File: src/rtl/rhht_pkg.sv
// Package for the Robin Hood hash table: sizes, mode and status codes.
// No dependencies; every rtl file imports it.
`timescale 1ns / 1ps
`default_nettype none
package rhht_pkg;
    localparam int TableSize = 1024;
    localparam int SlotW = $clog2(TableSize);
    localparam int CountW = SlotW + 1;
    localparam logic [63:0] MixMult = 64'hBEA225F9EB34556D;
    localparam logic [7:0] DistLimit = 8'hFF;

    localparam logic [1:0] ModeFind = 2'd0;
    localparam logic [1:0] ModeInsert = 2'd1;
    localparam logic [1:0] ModeRemove = 2'd2;
    localparam logic [1:0] ModeRead = 2'd3;

    localparam logic [1:0] StOk = 2'd0;
    localparam logic [1:0] StAbsent = 2'd1;
    localparam logic [1:0] StLimit = 2'd2;
    localparam logic [1:0] StOverflow = 2'd3;

    localparam logic [0:0] RegMaxEntries = 1'd0;
endpackage
`default_nettype wire

File: src/rtl/rhht_hash.sv
// Iterative home-slot hash: one 32x32 partial product per cycle, shared.
// Depends on rhht_pkg.
`timescale 1ns / 1ps
`default_nettype none
module rhht_hash
    import rhht_pkg::*;
(
    input  wire logic             i_clk,
    input  wire logic             i_rst_n,
    input  wire logic             i_start,
    input  wire logic [31:0]      i_key,
    output logic                  o_done,
    output logic [SlotW-1:0]      o_home
);
    // Each 64x64 (low 64) multiply uses three partial products:
    // lo*lo (full 64), hi*lo and lo*hi (low 32 each).
    logic [63:0] r_h, n_h;
    logic [63:0] r_acc, n_acc;
    logic [1:0]  r_round, n_round;   // which multiply of three
    logic [1:0]  r_part, n_part;     // which partial product
    logic        r_busy, n_busy;
    logic        r_done, n_done;
    logic [31:0] w_a, w_b;
    logic [63:0] w_prod, w_mixed;

    always_comb begin
        case (r_part)
            2'd0: begin w_a = r_h[31:0]; w_b = MixMult[31:0]; end
            2'd1: begin w_a = r_h[63:32]; w_b = MixMult[31:0]; end
            default: begin w_a = r_h[31:0]; w_b = MixMult[63:32]; end
        endcase
        w_prod = {32'd0, w_a} * {32'd0, w_b};
    end

    always_comb begin
        n_h = r_h; n_acc = r_acc; n_round = r_round; n_part = r_part;
        n_busy = r_busy; n_done = 1'b0;
        w_mixed = '0;
        if (i_start) begin
            n_h = {32'd0, i_key};   // h ^= h >> 32 leaves a 32-bit key alone
            n_acc = '0; n_round = 2'd0; n_part = 2'd0; n_busy = 1'b1;
        end else if (r_busy) begin
            case (r_part)
                2'd0: begin n_acc = w_prod; n_part = 2'd1; end
                2'd1: begin
                    n_acc = {r_acc[63:32] + w_prod[31:0], r_acc[31:0]};
                    n_part = 2'd2;
                end
                default: begin
                    w_mixed = {r_acc[63:32] + w_prod[31:0], r_acc[31:0]};
                    if (r_round == 2'd1) w_mixed = w_mixed ^ (w_mixed >> 32);
                    else w_mixed = w_mixed ^ (w_mixed >> 29);
                    n_h = w_mixed; n_part = 2'd0;
                    if (r_round == 2'd2) begin
                        n_busy = 1'b0; n_done = 1'b1;
                    end else begin
                        n_round = r_round + 2'd1;
                    end
                end
            endcase
        end
    end

    always_ff @(posedge i_clk) begin
        if (!i_rst_n) begin
            r_busy <= 1'b0; r_done <= 1'b0;
        end else begin
            r_busy <= n_busy; r_done <= n_done;
        end
        r_h <= n_h; r_acc <= n_acc; r_round <= n_round; r_part <= n_part;
    end

    // (h[31:0] * TableSize) >> 32 keeps the top SlotW bits for a power of two.
    assign o_home = r_h[31 -: SlotW];
    assign o_done = r_done;
endmodule
`default_nettype wire
File: config.mk
export PLATFORM = sky130hd
export DESIGN_NAME = rhht_hash
export DESIGN_NICKNAME = d
export VERILOG_FILES = /design/src/rtl/rhht_pkg.sv /design/src/rtl/rhht_hash.sv
export SDC_FILE = /design/constraint.sdc
export NUM_CORES = 2
export LEC_CHECK = 0
export BUFFER_PORTS_ARGS = -buffer_cell sky130_fd_sc_hd__buf_4
export CORE_MARGIN = 2
export CORE_UTILIZATION = 35
export CTS_CLUSTER_DIAMETER = 60
export DETAILED_ROUTE_END_ITERATION = 8
export SYNTH_ARGS = -nofsm -noshare
export SYNTH_HDL_FRONTEND = slang
export SYNTH_SLANG_ARGS = --single-unit
export TNS_END_PERCENT = 10
File: constraint.sdc
create_clock -name i_clk -period 11.8 [get_ports i_clk]
set_input_delay 0 -clock i_clk [delete_from_list [all_inputs] [get_ports i_clk]]
set_output_delay 0 -clock i_clk [all_outputs]
set_load 0.02 [all_outputs]
==> qor.yml <==
sta:
  worst-slew-pin-transition_ns: 1.28
  fmax_ghz: 0.0901
  setup_viol: 0
  slew_violations: 0
  clock-skew-final_ns: 0.0240
  maxSlewHeadroom: 0.143
  finalSetupTns_ns: 0
  period_needed_ns: 11.10
  finalHoldViolCount: 0
  rsz0062_at_grt: "no"
  period_share: 0.941
place:
  gp_congestion: 0.967
  portBuffers: 45
  hpwl_um: 92900
die:
  ioPinCount: 46
  std_cell_rows: 111
  die_h_um: 307
  die_w_um: 307
  dieArea_um2: 94400
  core_area_um2: 91400
  start_util: 0.352
clocking:
  tritoncts: "done"
  cts.clk_slew.worst_paths_ns: 0.07
  cts_buffers: 17
  cts_htree_levels: 4
  root_buffer: "clkbuf_16"
  cts_sinks: 134
  cts_setup_buffers: 0
  cts_buffer_depth: 2
  clk_latency_ns: 0.44
status:
  outcome: "completed"
critical_path:
  critPathRequiredTime_ns: 11.94
  crit_path_top_delay_cell: "mux2i_1"
  critPathMaxFanout: 14
  reg2reg_slack_ns: 0.70
  r2r_cells: 37
  reg2reg_to: "r_h[31]"
  worstSetupPathType: "register to register"
  crit-reg2reg-launch: "r_part[1]"
  slowest_delay_ns: 0.71
  cp.arrival_ns: 11.24
  endpoint_kind: "register"
  crit_path_start_kind: "register"
  cpMostUsedCell: "fa_1"
global_route:
  grt_pass1_vias: 25531
  grt.met3_usage: 0.0352
  antenna_found_initial: 0
  met2_usage: 0.378
  grt_overflow: 0
  track_usage: 0.232
  use_met1: 0.320
  grt_pass1_wl_um: 163000
  grt_max_degree: 91
  top_usage_layer: "met2"
drt:
  ant_nets: 0
  via_per_inst: 5.18
  drc: 0
  post_drt_wl_per_cell_um: 22.9
  drt_iter0_drc: 2330
  finalWirelength_um: 107000
  num_vias: 24247
  first_pass_iters: 5
synth:
  synth_edf_count: 32
  synthSimpleGateAreaFrac: 0.0874
  synthMuxAreaShare: 0.0210
  synth_compound_area_frac: 0.0991
  synth.distinct_cells: 73
  synth_ff_type: "dfxtp_1"
  yosys_warnings: 0
  syn-cell-area_um2: 32200
  syn_avg_cell_area_um2: 9.51
  netlist_instances: 3385
  synth_xor_xnor_area_share: 0.0309
  synth_top_family_by_area: "adder cells"
  synth_fa_ha_area_frac: 0.568
  synth_async_sr_flop_share: 0
  ys_seq_area_frac: 0.0933
  ys_ff_latch: 134
layout:
  syn_to_final_growth_pct: 8.93
  n_antenna_cell: 0
  layout-drive-gt1-share: 0.0435
  nets: 4583
  fillCellCount: 9166
  seq_area_um2: 3000
  multi_input_area_um2: 26200
hold_path:
  hold_depth: 3
  hp-class: "primary input to register"
  whs_endpoint: "r_h[16]"
  min_from: "i_key[16]"
flow_run:
  maxCapViolations: 0
## per-layer routing
layer	part of all wire	routed length, µm	up-vias
met5	0	0	-
met4	0.031	3330	0
met3	0.080	8530	146
met2	0.47	50000	972
met1	0.42	45400	12226
li1	-	-	10903
## critical path, delay by kind of cell (launching register included)
family          cells  cell delay (ns)
compound gates     10             2.35
simple gates        5             0.85
xor+xnor            3             0.79
fa+ha+maj          10             4.50
mux                 2             0.89
flops               1             0.42
buf+inv             7             0.97
## layout make-up
class / instances / area share
multi-input cells: 2462 / 0.747
flip-flops and latches: 134 / 0.0857
inverters: 735 / 0.0787
well taps: 1186 / 0.0423
repair buffers: 128 / 0.0297
clock buffers: 18 / 0.0125
clock inverters: 14 / 0.00439
## cell usage in the layout (no fill, tap or decap), types with 32 or more instances in the layout
cell type	count
a21o_1	40
a21oi_1	188
buf_4	96
conb_1	60
dfxtp_1	101
dlygate4sd3_1	32
edfxtp_1	32
fa_1	650
ha_1	419
inv_1	733
mux2i_1	64
nand2_1	280
nor2_1	173
nor3_1	39
o21ai_0	121
xnor2_1	48
xor2_1	63
## kinds of logic (layout without fill, tap and decap cells)
logic type      Yosys count  in the layout
simple gates            638            638
mux                      67             67
other cells               2             60
xor+xnor                112            112
flops                   134            134
compound gates          515            515
buf+inv                 847            895
fa+ha+maj              1070           1070
## stage by stage
step	instances	worst slack [ns]	instance area (µm²)	utilization	hold slack [ns]
2_1_floorplan	3443	2.09	32400	-	0.126
3_3_place_gp	4613	0.977	34100	0.374	0.227
3_5_place_dp	4613	0.914	34100	0.374	0.242
4_1_cts	4677	0.795	35100	0.384	0.0764
5_1_grt	4677	0.00586	35100	0.384	0.0488
6_report	4677	0.699	35100	0.384	0.0950
## state kept, by name, indices dropped and copies added (netlist names)
signal	cells
r_round	2
r_h	64
o_done	1
r_acc	64
r_part	2
r_busy	1
## cell usage after synthesis, types with 39 or more instances
| cell type | number | area, µm² |
|---|---|---|
| inv_1 | 733 | 2750 |
| fa_1 | 650 | 13000 |
| nand2_1 | 281 | 1050 |
| a21oi_1 | 188 | 941 |
| dfxtp_1 | 102 | 2040 |
| o21ai_0 | 121 | 606 |
| ha_1 | 420 | 5260 |
| xnor2_1 | 48 | 420 |
| nor3_1 | 39 | 195 |
| mux2i_1 | 64 | 641 |
| a21o_1 | 40 | 300 |
| clkbuf_1 | 88 | 330 |
| nor2_1 | 174 | 653 |
| xor2_1 | 63 | 552 |
## how the worst max path moves through the flow
stage               endpoint  startpoint  depth (start not counted)
finish               r_h[31]   r_part[1]                         37
global route         r_h[31]   r_part[1]                         37
CTS                  r_h[31]   r_part[1]                         37
detailed placement   r_h[31]   r_part[1]                         37
global placement     r_h[31]   r_part[1]                         37
floorplan            r_h[31]   r_part[0]                         38
## repair_timing
action | in CTS | in global routing
hold endpoints to repair | 33 | 0
resized for setup | 0 | 0
hold buffers | 32 | 0
Power is left out: the tool's default activity adds up to more than one toggle a clock period on the data nets, which glitch-free logic cannot reach.
